===== src/mtfp_pkg.sv =====
// Shared types, codes and helpers for the Modbus TCP frame parser.
package mtfp_pkg;

  localparam int HdrBytes = 7;
  localparam int WinAw = 3;

  localparam logic [1:0] KIND_START = 2'd0;
  localparam logic [1:0] KIND_DATA  = 2'd1;
  localparam logic [1:0] KIND_ERROR = 2'd2;

  localparam logic [2:0] ERR_NONE      = 3'd0;
  localparam logic [2:0] ERR_PROTO_ID  = 3'd1;
  localparam logic [2:0] ERR_LENGTH    = 3'd2;
  localparam logic [2:0] ERR_TOO_LARGE = 3'd3;
  localparam logic [2:0] ERR_VALIDATE  = 3'd4;
  localparam logic [2:0] ERR_STUCK     = 3'd5;

  localparam logic [1:0] REG_RECOVERY  = 2'd0;
  localparam logic [1:0] REG_STRICT    = 2'd1;
  localparam logic [1:0] REG_MAX_FRAME = 2'd2;

  localparam logic       RECOVERY_RESET  = 1'b1;
  localparam logic       STRICT_RESET    = 1'b1;
  localparam logic [8:0] MAX_FRAME_RESET = 9'd261;

  localparam logic       OP_BYTE  = 1'b0;
  localparam logic       OP_RESET = 1'b1;

  localparam logic [7:0] MAX_UNIT_ID = 8'd247;
  localparam logic [7:0] MIN_LEN     = 8'd2;
  localparam logic [8:0] MBAP_PREFIX = 9'd6;

  typedef enum logic [4:0] {
    ST_HDR  = 5'b00001,
    ST_FC   = 5'b00010,
    ST_BODY = 5'b00100,
    ST_SKIP = 5'b01000,
    ST_ERR  = 5'b10000
  } state_t;

  typedef struct packed {
    logic       recovery_enable;
    logic       strict_check;
    logic [8:0] max_frame_bytes;
  } cfg_t;

  typedef struct packed {
    logic [1:0]  kind;
    logic [2:0]  error_code;
    logic [15:0] trans_id;
    logic [7:0]  unit_id;
    logic [7:0]  func_code;
    logic [7:0]  data_count;
    logic [7:0]  out_byte;
    logic        last;
  } res_t;

  function automatic logic fc_allowed(input logic [7:0] fc);
    logic [6:0] f;
    logic       ok;
    f = fc[6:0];
    case (f) inside
      7'd1, 7'd2, 7'd3, 7'd4, 7'd5, 7'd6, 7'd15, 7'd16: ok = 1'b1;
      default: ok = 1'b0;
    endcase
    return ok;
  endfunction

endpackage


===== src/mtfp_cfg.sv =====
// Configuration register file for the Modbus TCP frame parser.
module mtfp_cfg (
  input  logic             clk,
  input  logic             rst,
  input  logic             cfg_valid,
  output logic             cfg_ready,
  input  logic [1:0]       cfg_index,
  input  logic [8:0]       cfg_data,
  output mtfp_pkg::cfg_t   cfg
);

  assign cfg_ready = 1'b1;

  always_ff @(posedge clk) begin
    if (rst) begin
      cfg.recovery_enable <= mtfp_pkg::RECOVERY_RESET;
      cfg.strict_check    <= mtfp_pkg::STRICT_RESET;
      cfg.max_frame_bytes <= mtfp_pkg::MAX_FRAME_RESET;
    end else if (cfg_valid && cfg_ready) begin
      unique case (cfg_index)
        mtfp_pkg::REG_RECOVERY:  cfg.recovery_enable <= cfg_data[0];
        mtfp_pkg::REG_STRICT:    cfg.strict_check    <= cfg_data[0];
        mtfp_pkg::REG_MAX_FRAME: cfg.max_frame_bytes <= cfg_data;
        default: ;
      endcase
    end
  end

endmodule


===== src/mtfp_core.sv =====
// Header window, parse state and per-byte result logic.
module mtfp_core (
  input  logic           clk,
  input  logic           rst,
  input  logic           accept,
  input  logic           opcode,
  input  logic [7:0]     in_byte,
  input  mtfp_pkg::cfg_t cfg,
  output logic           res_valid,
  output mtfp_pkg::res_t res
);

  mtfp_pkg::state_t state, state_next;
  logic [mtfp_pkg::WinAw-1:0] fill, fill_next;
  logic [7:0] remaining, remaining_next;
  logic [7:0] hdr [mtfp_pkg::HdrBytes];
  logic [7:0] hdr_next [mtfp_pkg::HdrBytes];
  logic [7:0] fc, fc_next;

  logic [7:0] count;
  logic [8:0] frame_size;
  logic [2:0] hdr_code;
  logic       fc_bad;

  assign count      = hdr[5] - mtfp_pkg::MIN_LEN;
  assign frame_size = {1'b0, hdr[5]} + mtfp_pkg::MBAP_PREFIX;
  assign fc_bad     = cfg.strict_check &&
                      (!mtfp_pkg::fc_allowed(in_byte) || hdr[6] > mtfp_pkg::MAX_UNIT_ID);

  always_comb begin
    if (hdr[2] != 8'd0 || hdr[3] != 8'd0) begin
      hdr_code = mtfp_pkg::ERR_PROTO_ID;
    end else if (hdr[4] != 8'd0 || hdr[5] < mtfp_pkg::MIN_LEN) begin
      hdr_code = mtfp_pkg::ERR_LENGTH;
    end else if (frame_size > cfg.max_frame_bytes) begin
      hdr_code = mtfp_pkg::ERR_TOO_LARGE;
    end else begin
      hdr_code = mtfp_pkg::ERR_NONE;
    end
  end

  always_comb begin
    state_next     = state;
    fill_next      = fill;
    remaining_next = remaining;
    hdr_next       = hdr;
    fc_next        = fc;
    res_valid      = 1'b0;
    res            = '0;
    if (opcode == mtfp_pkg::OP_RESET) begin
      state_next     = mtfp_pkg::ST_HDR;
      fill_next      = '0;
      remaining_next = '0;
    end else begin
      unique case (state)
        mtfp_pkg::ST_ERR: begin
          res_valid      = 1'b1;
          res.kind       = mtfp_pkg::KIND_ERROR;
          res.error_code = mtfp_pkg::ERR_STUCK;
        end
        mtfp_pkg::ST_SKIP: begin
          remaining_next = remaining - 8'd1;
          if (remaining == 8'd1) begin
            state_next = mtfp_pkg::ST_HDR;
            fill_next  = '0;
          end
        end
        mtfp_pkg::ST_FC: begin
          fc_next = in_byte;
          if (fc_bad) begin
            if (cfg.recovery_enable) begin
              if (count == 8'd0) begin
                state_next = mtfp_pkg::ST_HDR;
                fill_next  = '0;
              end else begin
                state_next     = mtfp_pkg::ST_SKIP;
                remaining_next = count;
              end
            end else begin
              state_next     = mtfp_pkg::ST_ERR;
              res_valid      = 1'b1;
              res.kind       = mtfp_pkg::KIND_ERROR;
              res.error_code = mtfp_pkg::ERR_VALIDATE;
            end
          end else begin
            res_valid      = 1'b1;
            res.kind       = mtfp_pkg::KIND_START;
            res.trans_id   = {hdr[0], hdr[1]};
            res.unit_id    = hdr[6];
            res.func_code  = in_byte;
            res.data_count = count;
            if (count == 8'd0) begin
              res.last   = 1'b1;
              state_next = mtfp_pkg::ST_HDR;
              fill_next  = '0;
            end else begin
              state_next     = mtfp_pkg::ST_BODY;
              remaining_next = count;
            end
          end
        end
        mtfp_pkg::ST_BODY: begin
          res_valid      = 1'b1;
          res.kind       = mtfp_pkg::KIND_DATA;
          res.trans_id   = {hdr[0], hdr[1]};
          res.unit_id    = hdr[6];
          res.func_code  = fc;
          res.data_count = count;
          res.out_byte   = in_byte;
          remaining_next = remaining - 8'd1;
          if (remaining == 8'd1) begin
            res.last   = 1'b1;
            state_next = mtfp_pkg::ST_HDR;
            fill_next  = '0;
          end
        end
        mtfp_pkg::ST_HDR: begin
          if (fill != mtfp_pkg::WinAw'(mtfp_pkg::HdrBytes - 1)) begin
            hdr_next[fill] = in_byte;
            fill_next      = fill + mtfp_pkg::WinAw'(1);
          end else if (hdr_code != mtfp_pkg::ERR_NONE) begin
            if (cfg.recovery_enable) begin
              for (int i = 0; i < mtfp_pkg::HdrBytes - 2; i++) begin
                hdr_next[i] = hdr[i+1];
              end
              hdr_next[mtfp_pkg::HdrBytes-2] = in_byte;
            end else begin
              state_next     = mtfp_pkg::ST_ERR;
              res_valid      = 1'b1;
              res.kind       = mtfp_pkg::KIND_ERROR;
              res.error_code = hdr_code;
            end
          end else begin
            hdr_next[mtfp_pkg::HdrBytes-1] = in_byte;
            state_next = mtfp_pkg::ST_FC;
          end
        end
        default: begin
          state_next = mtfp_pkg::ST_HDR;
          fill_next  = '0;
        end
      endcase
    end
  end

  always_ff @(posedge clk) begin
    if (rst) begin
      state     <= mtfp_pkg::ST_HDR;
      fill      <= '0;
      remaining <= '0;
    end else if (accept) begin
      state     <= state_next;
      fill      <= fill_next;
      remaining <= remaining_next;
    end
  end

  always_ff @(posedge clk) begin
    if (accept) begin
      hdr <= hdr_next;
      fc  <= fc_next;
    end
  end

endmodule


===== src/mtfp_out_reg.sv =====
// Result register between the parse logic and the output channel.
module mtfp_out_reg (
  input  logic           clk,
  input  logic           rst,
  input  logic           load,
  input  mtfp_pkg::res_t res,
  output logic           room,
  output logic           out_valid,
  input  logic           out_stall,
  output mtfp_pkg::res_t out_res
);

  assign room = !out_valid || !out_stall;

  always_ff @(posedge clk) begin
    if (rst) begin
      out_valid <= 1'b0;
    end else if (room) begin
      out_valid <= load;
    end
  end

  always_ff @(posedge clk) begin
    if (room && load) begin
      out_res <= res;
    end
  end

endmodule


===== src/modbus_tcp_frame_parser.sv =====
// Top level of the Modbus TCP MBAP deframer.
// One stream byte is taken per cycle while in_stall is low and its result,
// if any, appears in the result register on the next cycle; the header
// check, function code check and data byte forwarding each finish in the
// cycle of the byte that completes them. in_stall is high only while the
// result register holds a result that the output side is stalling, so
// throughput is one byte per cycle whenever out_stall is low.
// Configuration writes are taken every cycle (cfg_ready is always high).
module modbus_tcp_frame_parser (
  input  logic        clk,
  input  logic        rst,
  input  logic        cfg_valid,
  output logic        cfg_ready,
  input  logic [1:0]  cfg_index,
  input  logic [8:0]  cfg_data,
  input  logic        in_valid,
  output logic        in_stall,
  input  logic        opcode,
  input  logic [7:0]  in_byte,
  output logic        out_valid,
  input  logic        out_stall,
  output logic [1:0]  kind,
  output logic [2:0]  error_code,
  output logic [15:0] trans_id,
  output logic [7:0]  unit_id,
  output logic [7:0]  func_code,
  output logic [7:0]  data_count,
  output logic [7:0]  out_byte,
  output logic        last
);

  mtfp_pkg::cfg_t cfg;
  mtfp_pkg::res_t res;
  mtfp_pkg::res_t out_res;
  logic           res_valid;
  logic           room;
  logic           accept;

  assign in_stall = !room;
  assign accept   = in_valid && room;

  mtfp_cfg u_cfg (
    .clk       (clk),
    .rst       (rst),
    .cfg_valid (cfg_valid),
    .cfg_ready (cfg_ready),
    .cfg_index (cfg_index),
    .cfg_data  (cfg_data),
    .cfg       (cfg)
  );

  mtfp_core u_core (
    .clk       (clk),
    .rst       (rst),
    .accept    (accept),
    .opcode    (opcode),
    .in_byte   (in_byte),
    .cfg       (cfg),
    .res_valid (res_valid),
    .res       (res)
  );

  mtfp_out_reg u_out (
    .clk       (clk),
    .rst       (rst),
    .load      (accept && res_valid),
    .res       (res),
    .room      (room),
    .out_valid (out_valid),
    .out_stall (out_stall),
    .out_res   (out_res)
  );

  assign kind       = out_res.kind;
  assign error_code = out_res.error_code;
  assign trans_id   = out_res.trans_id;
  assign unit_id    = out_res.unit_id;
  assign func_code  = out_res.func_code;
  assign data_count = out_res.data_count;
  assign out_byte   = out_res.out_byte;
  assign last       = out_res.last;

endmodule


===== config.mk =====
export PLATFORM = sky130hd
export DESIGN_NAME = modbus_tcp_frame_parser
export DESIGN_NICKNAME = d
export VERILOG_FILES = /design/src/mtfp_pkg.sv /design/src/mtfp_cfg.sv /design/src/mtfp_core.sv /design/src/mtfp_out_reg.sv /design/src/modbus_tcp_frame_parser.sv
export SDC_FILE = /design/constraint.sdc
export NUM_CORES = 1
export LEC_CHECK = 0
export ABC_AREA = 1
export BUFFER_PORTS_ARGS = -buffer_cell sky130_fd_sc_hd__buf_4
export CAP_MARGIN = 20
export CORE_MARGIN = 4
export CORE_UTILIZATION = 58
export DETAILED_ROUTE_END_ITERATION = 6
export GPL_TIMING_DRIVEN = 0
export PLACE_DENSITY = 0.76
export SLEW_MARGIN = 10
export SYNTH_ARGS = -nofsm -noshare
export SYNTH_HDL_FRONTEND = slang
export SYNTH_SLANG_ARGS = --single-unit
export TNS_END_PERCENT = 1

===== constraint.sdc =====
create_clock -name clk -period 5.13 [get_ports clk]
set_clock_uncertainty 0.15 [all_clocks]
set_input_delay 0.2565 -clock clk [delete_from_list [all_inputs] [get_ports clk]]
set_output_delay 0.2565 -clock clk [all_outputs]
set_load 0.1 [all_outputs]

### Word-level counts from Yosys, hierarchy flattened

Index checks and enable logic that the tools add are counted.

* bitwise gates (word level): 3
* reductions and logical operators: 35
* divide/modulo/power cells: 0
* shifts and indexed selects: 0
* muxes and demuxes: 53
* multipliers: 0
* add/sub/neg operators: 4
* equality and inequality tests: 24
* $lt $le $gt $ge: 5

Operator list (count)
* 48-bit two-way mux: 2
* 40-bit one-hot mux with 2 select lines: 1
* 56-bit bitwise mux: 1
* 56-bit two-way mux: 1
* 5-bit two-way mux: 11
* 8-bit two-way mux: 6
* 40-bit two-way mux: 1
* 3-bit two-way mux: 10
* 8-bit demux with 3-bit select: 1
* 8-bit nonzero test: 3
* 7-bit by 3-bit equality test with 1-bit output, second input constant: 3
* 5-bit one-hot mux with 4 select lines: 1
* 8-bit one-hot mux with 2 select lines: 1
* 5-bit AND reduction: 3
* 7-bit by 2-bit equality test with 1-bit output, second input constant: 2
* 3-bit one-hot mux with 4 select lines: 1
* 8-bit by 3-bit adder with 9-bit output, second input constant: 1
* 9-bit > comparator: 1
* 1-bit two-way mux: 9
* 3-bit one-hot mux with 3 select lines: 1
* 8-bit by 1-bit equality test with 1-bit output, second input constant: 1
* 8-bit > comparator, second input constant: 1
* 8-bit zero test: 1
* 8-bit by 2-bit less-than comparator with 1-bit output, second input constant: 1
* 39 further kinds: 60

* bits in writable memories: 0
* latch bits: 0
* register bits: 146
* memory bits (read-only): 0
* memories kept: 0
* output and inout port bits: 57
* word-level logic and storage cells: 147

### Longest topological paths before layout

Gate-level depths: netlist of run 1.

* depth in word-level cells: 12
* mapped depth: 20
* depth with buffers taken out: 20

### Hierarchy

A second synthesis of run 1 with hierarchy kept.

* cell total of the unflattened synthesis: 757
* area total of the unflattened synthesis: 7089.3 um2

By module, submodules not included
* mtfp_core: area each 4909.7 um2, cells an instance 626, seq. area each 2242.2 um2, instances 1
* mtfp_out_reg: area each 1665.3 um2, cells an instance 59, seq. area each 1641.6 um2, instances 1
* mtfp_cfg: area each 493.0 um2, cells an instance 67, seq. area each 220.2 um2, instances 1
* modbus_tcp_frame_parser: area each 21.3 um2, cells an instance 5, seq. area each 0.0 um2, instances 1

### Least setup slack after synthesis of run 1

No wires, ideal clock.

* path kind: register -> register
* from: reg u_core.hdr[9] (netlist name)
* to: reg u_out.out_res[0] (netlist name)
* buffers on the path: 0
* arrival time: 3308 ps
* data required time: 4572 ps
* cell stages (with the launch flop): 20
* setup slack: 1264 ps
* library setup time: 408 ps
* cell sequence: edfxtp_1 > inv_1 > ha_1 > inv_1 > nand2_1 > nor2_1 > nand2_1 > xor2_1 > inv_1 > ha_1 > nand2_1 > nor2_1 > nand3_1 > nand3_1 > nand2_1 > nand3_1 > nand2_1 > nand3_1 > nand2_1 > inv_1

* longest elaborated chain between the ends: 12
* elaborated cells between the ends (all ways): 14

RTL lines
* start: declaration: line mtfp_core.sv:16 `logic [7:0] hdr [mtfp_pkg::HdrBytes];`
* start signal: assignment: line mtfp_core.sv:160 `hdr <= hdr_next;`
* 8-bit by 3-bit adder with 9-bit output: line mtfp_core.sv:26 `assign frame_size = {1'b0, hdr[5]} + mtfp_pkg::MBAP_PREFIX;`
* 9-bit > comparator: line mtfp_core.sv:35 `end else if (frame_size > cfg.max_frame_bytes) begin`
* 2-bit two-way mux: line mtfp_core.sv:35
* 3-bit two-way mux *: line mtfp_core.sv:33 `end else if (hdr[4] != 8'd0 || hdr[5] < mtfp_pkg::MIN_LEN) begin`
* 3-bit two-way mux *: line mtfp_core.sv:31 `if (hdr[2] != 8'd0 || hdr[3] != 8'd0) begin`
* 3-bit nonzero test *: line mtfp_core.sv:121 `end else if (hdr_code != mtfp_pkg::ERR_NONE) begin`
* 1-bit two-way mux *: line mtfp_core.sv:121
* 1-bit two-way mux *: line mtfp_core.sv:118 `if (fill != mtfp_pkg::WinAw'(mtfp_pkg::HdrBytes - 1)) begin`
* 1-bit one-hot mux with 3 select lines *: line mtfp_core.sv:55 `unique case (state)`
* 1-bit two-way mux *: line mtfp_core.sv:50 `if (opcode == mtfp_pkg::OP_RESET) begin`
* 1-bit logical AND *: line modbus_tcp_frame_parser.sv:66 `.load (accept && res_valid),`
* 1-bit logical AND *: line mtfp_out_reg.sv:24 `if (room && load) begin`

Mark *: on every way between the ends. The rest lies on a longest branch, timed or not.
A chain may end at the register's enable or synchronous reset.

### Worst setup path in the final report of run 1

* from: reg u_core.hdr[9] (netlist name)
* to: reg u_core.hdr[17] (netlist name) (enable)

* longest elaborated chain between the ends: 8
* elaborated cells between the ends (all ways): 10

RTL lines (line)
* 8-bit by 3-bit adder with 9-bit output: mtfp_core.sv:26
* 9-bit > comparator: mtfp_core.sv:35
* 2-bit two-way mux: mtfp_core.sv:35
* 3-bit two-way mux *: mtfp_core.sv:33
* 3-bit two-way mux *: mtfp_core.sv:31
* 3-bit nonzero test *: mtfp_core.sv:121
* 2-bit nonzero test (no source line) *
* 5-bit AND reduction (no source line) *

Marked as above.

==> impl_metrics.json, run 1 <==
{
  "setup_violations": 0,
  "drt_iter0_markers": 488,
  "htreeDepth": 4,
  "rsz0062_at_grt": "false",
  "final_nets": 895,
  "async_flop_share": 0,
  "hold_violations": 0,
  "critPathLaunch": "u_core.hdr[9]",
  "cts_root_buf": "clkbuf_16",
  "endpoint": "u_core.hdr[17]",
  "ys_warn_count": 0,
  "worstSkewPairLatency_ns": 0.42,
  "max_freq_mhz": 242,
  "dp_hpwl_um": 12100,
  "p_leak_nw": 3.46,
  "antenna_left": 0,
  "ys_types": 38,
  "postSynthNetCount": 780,
  "syn-instance-count": 741,
  "grt_pass1_vias": 5616,
  "crit_type": "reg2reg",
  "r2r-start": "u_core.hdr[9]",
  "rr_worst_depth": 17,
  "floorplan.rows": 39,
  "antenna_found_initial": 0,
  "die_h_um": 118,
  "status": "complete, no violations",
  "slew_violations": 0,
  "fin_setup_tns_ns": 0,
  "cts_hold_buffers": 16,
  "globalplace.congestion": 0.858,
  "place_ws_ns": 1.04,
  "clkTransAtPathRegs_ns": 0.06,
  "dieWidth_um": 118,
  "drt_first_pass_iters": 5,
  "vias": 5538,
  "tightest_slew_ns": 0.976,
  "yosys-top-cells-area": "edfxtp_1, nand2_1, dfxtp_1",
  "ctsResizeCount": 0,
  "peakVddDrop_v": 0.000225,
  "drt-total-wl_um": 16700,
  "viasPerCell": 5.48,
  "cts_setup_buffers": 0,
  "yosys.area.top_type": "edfxtp_1",
  "rrSetupSlack_ns": 1.00,
  "drive_gt1_frac": 0.179,
  "ys_seq_area_frac": 0.590,
  "worst_slack_ns": 1.00,
  "critPathMaxFanout": 8,
  "synth_edf_count": 118,
  "antenna_cells": 0,
  "min_path_type": "in2reg",
  "grt_usage": 0.255,
  "worstSetupStartpointType": "flip-flop",
  "remaining_drc_errors": 0,
  "detail_route.wl_per_cell_um": 16.6,
  "relSlewSlack": 0.344,
  "cap_violations": 0,
  "final.min_clock_period_ns": 4.13,
  "port_buffers": 78,
  "yosysTopAreaCellShare": 0.509,
  "ios": 82,
  "synthToLayoutAreaGrowth_pct": 22.4,
  "cts.sinks": 146,
  "core_area_um2": 11600,
  "finalCritPeriodShare": 0.805,
  "end_kind": "flip-flop",
  "initial_utilization": 0.602,
  "cp_data_required_time_ns": 5.01,
  "grt_first_pass_wirelength_um": 27800,
  "cts_tree": "yes",
  "synth_ff_type": "edfxtp_1",
  "power_density_nw_per_um2": 330,
  "ys_ff_latch": 146,
  "synthesis.area_um2": 6960,
  "die_area_um2": 13800,
  "cts_inserted_buffers": 17,
  "avgSynthCellArea_um2": 9.39,
  "grt_max_degree": 45,
  "reg2reg_to": "u_core.hdr[17]",
  "cts.path.max_buffers": 2,
  "overflow": 0,
  "critPathArrivalTime_ns": 4.01
}
==> power by group <==
| part | leakage (nW) | total [mW] | internal (mW) | switching [mW] |
|---|---|---|---|---|
| logic | 1.84 | 0.222 | 0.0723 | 0.149 |
| registers | 1.33 | 1.31 | 1.29 | 0.0156 |
| clock network | 0.291 | 1.28 | 0.808 | 0.472 |
==> per-stage QoR <==
step | hold WS (ns) | cell area (um^2) | power [mW] | util | std cells
CTS | 0.000917 | 8520 | 2.82 | 0.736 | 1010
finish | 0.00391 | 8520 | 2.81 | 0.737 | 1011
floorplan | 0.205 | 6960 | 1.48 | - | 741
global route | 0.00285 | 8520 | 2.90 | 0.737 | 1011
detailed placement | 0.307 | 7740 | 1.54 | 0.670 | 963
global placement | 0.304 | 7720 | 1.53 | 0.668 | 962
==> worst max-delay path: stages (launching register included) <==
cell and delay, ns:
edfxtp_1 0.48, inv_1 0.32, ha_1 0.27, inv_1 0.07, nand2_1 0.10, nor2_1 0.07
nand2_1 0.07, xor2_1 0.16, inv_1 0.06, ha_1 0.27, nand2_1 0.06, nor2_1 0.15
nand3_1 0.10, nand3_1 0.13, nand2_1 0.10, nand4_1 0.10, nand3_1 0.26, nor3_1 0.84
==> cell families (layout without fill, tap and decap cells) <==
group	Yosys count	count (layout)	synth area share
AOI/OAI and AO/OA	105	105	0.0820
xor gates and xnor gates	8	8	0.0101
adders and majority gates	14	14	0.0252
buffers and inverters	107	234	0.0636
DFF	146	146	0.590
other	1	1	0.000539
and+or+nand+nor	360	360	0.229
==> worst min-delay path by stage <==
| stage | endpoint | start | cells after the start |
|---|---|---|---|
| floorplan | u_core.fc[0] | in_byte[0] | 0 |
| global placement | u_cfg.cfg[1] | u_cfg.cfg[1] | 2 |
| detailed placement | u_cfg.cfg[3] | u_cfg.cfg[3] | 2 |
| CTS | u_out.out_valid | out_stall | 3 |
| global route | u_out.out_valid | out_stall | 3 |
| finish | u_out.out_valid | out_stall | 3 |
==> registers in the layout (all words and copies together), names as in the netlist <==
name,count
u_core.remaining,8
u_core.hdr,56
u_core.fc,8
u_cfg.cfg,11
u_out.out_valid,1
u_core.fill,3
u_core.state,5
u_out.out_res,54
==> placed cells by master (no fill, tap or decap), drive strengths merged, types with 28 or more instances in the layout <==
cell type  netlist  final
o21ai           46     46
buf             13     93
nand3           34     34
nor2           116    116
inv             85     87
edfxtp         118    118
dfxtp           28     28
nand2          172    172
a21oi           30     30
==> layout make-up <==
class,count,area (um^2)
buffer,19,113
clock buffer,17,425
fill,861,3040
multi-input combinational,488,2410
clock inverter,14,186
sequential,146,4100
inverter,88,330
tap,143,179
timing repair buffer,96,771
==> metal layers <==
| layer | wire length (um) | GRT usage |
|---|---|---|
| met1 | 6530 | 0.301 |
| met2 | 8690 | 0.452 |
| met3 | 1090 | 0.0485 |
| met4 | 438 | 0.114 |
| met5 | 0 | 0 |
==> cells in the mapped netlist, drive strengths merged, types with 2 or more instances <==
| cell type | count |
|---|---|
| a21oi | 30 |
| a31oi | 3 |
| buf | 13 |
| clkbuf | 6 |
| clkinv | 3 |
| dfxtp | 28 |
| edfxtp | 118 |
| ha | 14 |
| inv | 85 |
| nand2 | 172 |
| nand3 | 34 |
| nand4 | 9 |
| nor2 | 116 |
| nor3 | 23 |
| nor3b | 3 |
| o211ai | 3 |
| o21ai | 46 |
| o22ai | 19 |
| o31ai | 2 |
| or2 | 2 |
| xor2 | 7 |
Note: power is estimated with default switching activity, not from simulation.
==> run 2, diff against run 1 <==
--- a/config.mk
+++ b/config.mk
@@ -9,10 +9,10 @@
 export BUFFER_PORTS_ARGS = -buffer_cell sky130_fd_sc_hd__buf_4
 export CAP_MARGIN = 20
 export CORE_MARGIN = 4
-export CORE_UTILIZATION = 58
+export CORE_UTILIZATION = 53
 export DETAILED_ROUTE_END_ITERATION = 6
 export GPL_TIMING_DRIVEN = 0
-export PLACE_DENSITY = 0.76
+export PLACE_DENSITY = 0.73
 export SLEW_MARGIN = 10
 export SYNTH_ARGS = -nofsm -noshare
 export SYNTH_HDL_FRONTEND = slang
==> constraint.sdc (replaced) <==
create_clock -name clk -period 3.5 [get_ports clk]
set_clock_uncertainty 0.15 [all_clocks]
set_input_delay 0.175 -clock clk [delete_from_list [all_inputs] [get_ports clk]]
set_output_delay 0.175 -clock clk [all_outputs]
set_load 0.1 [all_outputs]
==> impl_metrics.json, run 2 (synthesis gave the netlist of run 1 again) <==
{
  "grt_pass1_vias": 5466,
  "antenna_cells": 0,
  "top_layer": "met4",
  "grt_usage": 0.240,
  "end_kind": "flip-flop",
  "p_sw_frac": 0.236,
  "largestRegisters": "u_core.hdr x56, u_out.out_res x54, u_cfg.cfg x11",
  "route.met3.wl_um": 1160,
  "port_buffers": 78,
  "pwr-share-comb": 0.081,
  "power_density_nw_per_um2": 474,
  "worstSetupStartpointType": "flip-flop",
  "max_freq_mhz": 298,
  "p_int_mw": 3.21,
  "vias": 5731,
  "slew_violations": 0,
  "whs_ns": 0.0179,
  "drt-met1-wl_um": 6710,
  "antenna_left": 0,
  "final_nets": 915,
  "postLayoutCellArea_um2": 8870,
  "cts.path.max_buffers": 2,
  "met2WireLength_um": 8890,
  "power.share.clock": 0.463,
  "viasPerCell": 5.40,
  "critPathMaxFanout": 11,
  "setup_violations": 0,
  "rr_worst_depth": 19,
  "grt_first_pass_wirelength_um": 27400,
  "hold_violations": 0,
  "initial_utilization": 0.547,
  "mostFrequentLayoutCells": "nand2_1, edfxtp_1, nor2_1",
  "final.min_clock_period_ns": 3.36,
  "tightest_slew_ns": 0.932,
  "cts_root_buf": "clkbuf_16",
  "grt_max_degree": 17,
  "drive_gt1_frac": 0.214,
  "ios": 82,
  "cp_data_required_time_ns": 3.53,
  "crit_type": "reg2reg",
  "finalCritPeriodShare": 0.959,
  "globalplace.congestion": 0.884,
  "drt-total-wl_um": 17100,
  "whs_path_depth": 2,
  "largest_register_ffs": 56,
  "switching_power_uw": 992,
  "drt_iter0_markers": 510,
  "overflow": 0,
  "die_h_um": 123,
  "placed_area_um2": 7770,
  "fin_setup_tns_ns": 0,
  "p_leak_nw": 3.56,
  "largest_register": "u_core.hdr",
  "core_area_um2": 12700,
  "cts_tree": "yes",
  "clkTransAtPathRegs_ns": 0.06,
  "cts_inserted_buffers": 17,
  "htreeDepth": 4,
  "min_path_type": "in2reg",
  "antenna_found_initial": 0,
  "relSlewSlack": 0.376,
  "remaining_drc_errors": 0,
  "final_common_cell": "nand2_1",
  "cts.sinks": 146,
  "worstSkewPairLatency_ns": 0.42,
  "cap_violations": 0,
  "drt_first_pass_iters": 7,
  "critPathArrivalTime_ns": 3.38,
  "dieWidth_um": 123,
  "status": "complete, no violations",
  "dp_hpwl_um": 12000,
  "detail_route.wl_per_cell_um": 16.2,
  "die_area_um2": 15000,
  "p_seq_frac": 0.456,
  "synthToLayoutAreaGrowth_pct": 27.5,
  "floorplan.rows": 41,
  "fin_util": 0.697,
  "peakVddDrop_v": 0.000285
}
==> run 2: cell count changes in the layout (fill, tap and decap cells not counted), sizes merged <==
cell / before / now
dlygate4sd3: 16 / 23
clkinvlp: 3 / 7
buf: 93 / 103
==> run 2: power by group through the flow <==
stage | combinational, mW | clock (mW) | sequential (mW)
6_report | 0.341 | 1.94 | 1.92
5_1_grt | 0.378 | 2.05 | 1.92
4_1_cts | 0.338 | 1.96 | 1.92
3_5_place_dp | 0.304 | 0 | 1.95
3_3_place_gp | 0.296 | 0 | 1.95
2_1_floorplan | 0.192 | 0 | 1.97
==> run 2: critical path, stage by stage, from the launching register on <==
cell	delay, ns
edfxtp_1	0.43
inv_4	0.05
ha_2	0.20
inv_1	0.09
nand2_2	0.09
nor2_2	0.13
nand2_1	0.08
xor2_1	0.15
inv_1	0.06
ha_1	0.26
nand2_1	0.09
nor2_4	0.12
nand4_1	0.20
nand2_2	0.16
nand3_4	0.10
nand2_2	0.11
nand3_1	0.11
nand2_4	0.20
clkinvlp_4	0.13
buf_4	0.20
==> run 2: per-stage QoR <==
step | worst slack [ns] | instances | power [mW]
2_1_floorplan | 0.00636 | 741 | 2.16
6_report | 0.145 | 1061 | 4.20
3_3_place_gp | -0.822 | 991 | 2.25
5_1_grt | -0.0440 | 1061 | 4.35
3_5_place_dp | -0.939 | 991 | 2.26
4_1_cts | 0.0310 | 1056 | 4.21
==> run 2: area by class of cell <==
type	instances	area, um^2
flip-flops and latches	146	4100
fillers	988	3850
multi-input cells	488	2530
repair buffers	113	916
clock buffers	17	425
inverters	88	337
well taps	172	215
clock inverters	15	208
plain buffers	19	113
repair inverters	3	22.5
==> run 2: worst paths after layout <==
path | startpoint | end | slack (ns)
max | u_core.hdr[9] | u_out.out_res[19] | 0.14
min | rst | u_core.remaining[3] | 0.02
max reg2reg | u_core.hdr[9] | u_out.out_res[19] | 0.14
min reg2reg | u_cfg.cfg[4] | u_cfg.cfg[4] | 0.32
==> run 2: routing by layer <==
metal	vias to the layer above	global-route usage
met1	2710	0.294
met3	37	0.0452
met2	231	0.419
li1	2753	-
met4	0	0.0938
met5	-	0
==> run 2: timing repair <==
| item | in CTS | in global routing |
|---|---|---|
| hold buffers | 23 | 0 |
| resized for setup | 19 | 10 |
| pin swaps | 1 | 3 |
| setup buffers | 8 | 4 |
| hold endpoints to repair | 27 | 0 |
| setup endpoints to repair | 110 | 110 |
| gates cloned | 3 | 0 |
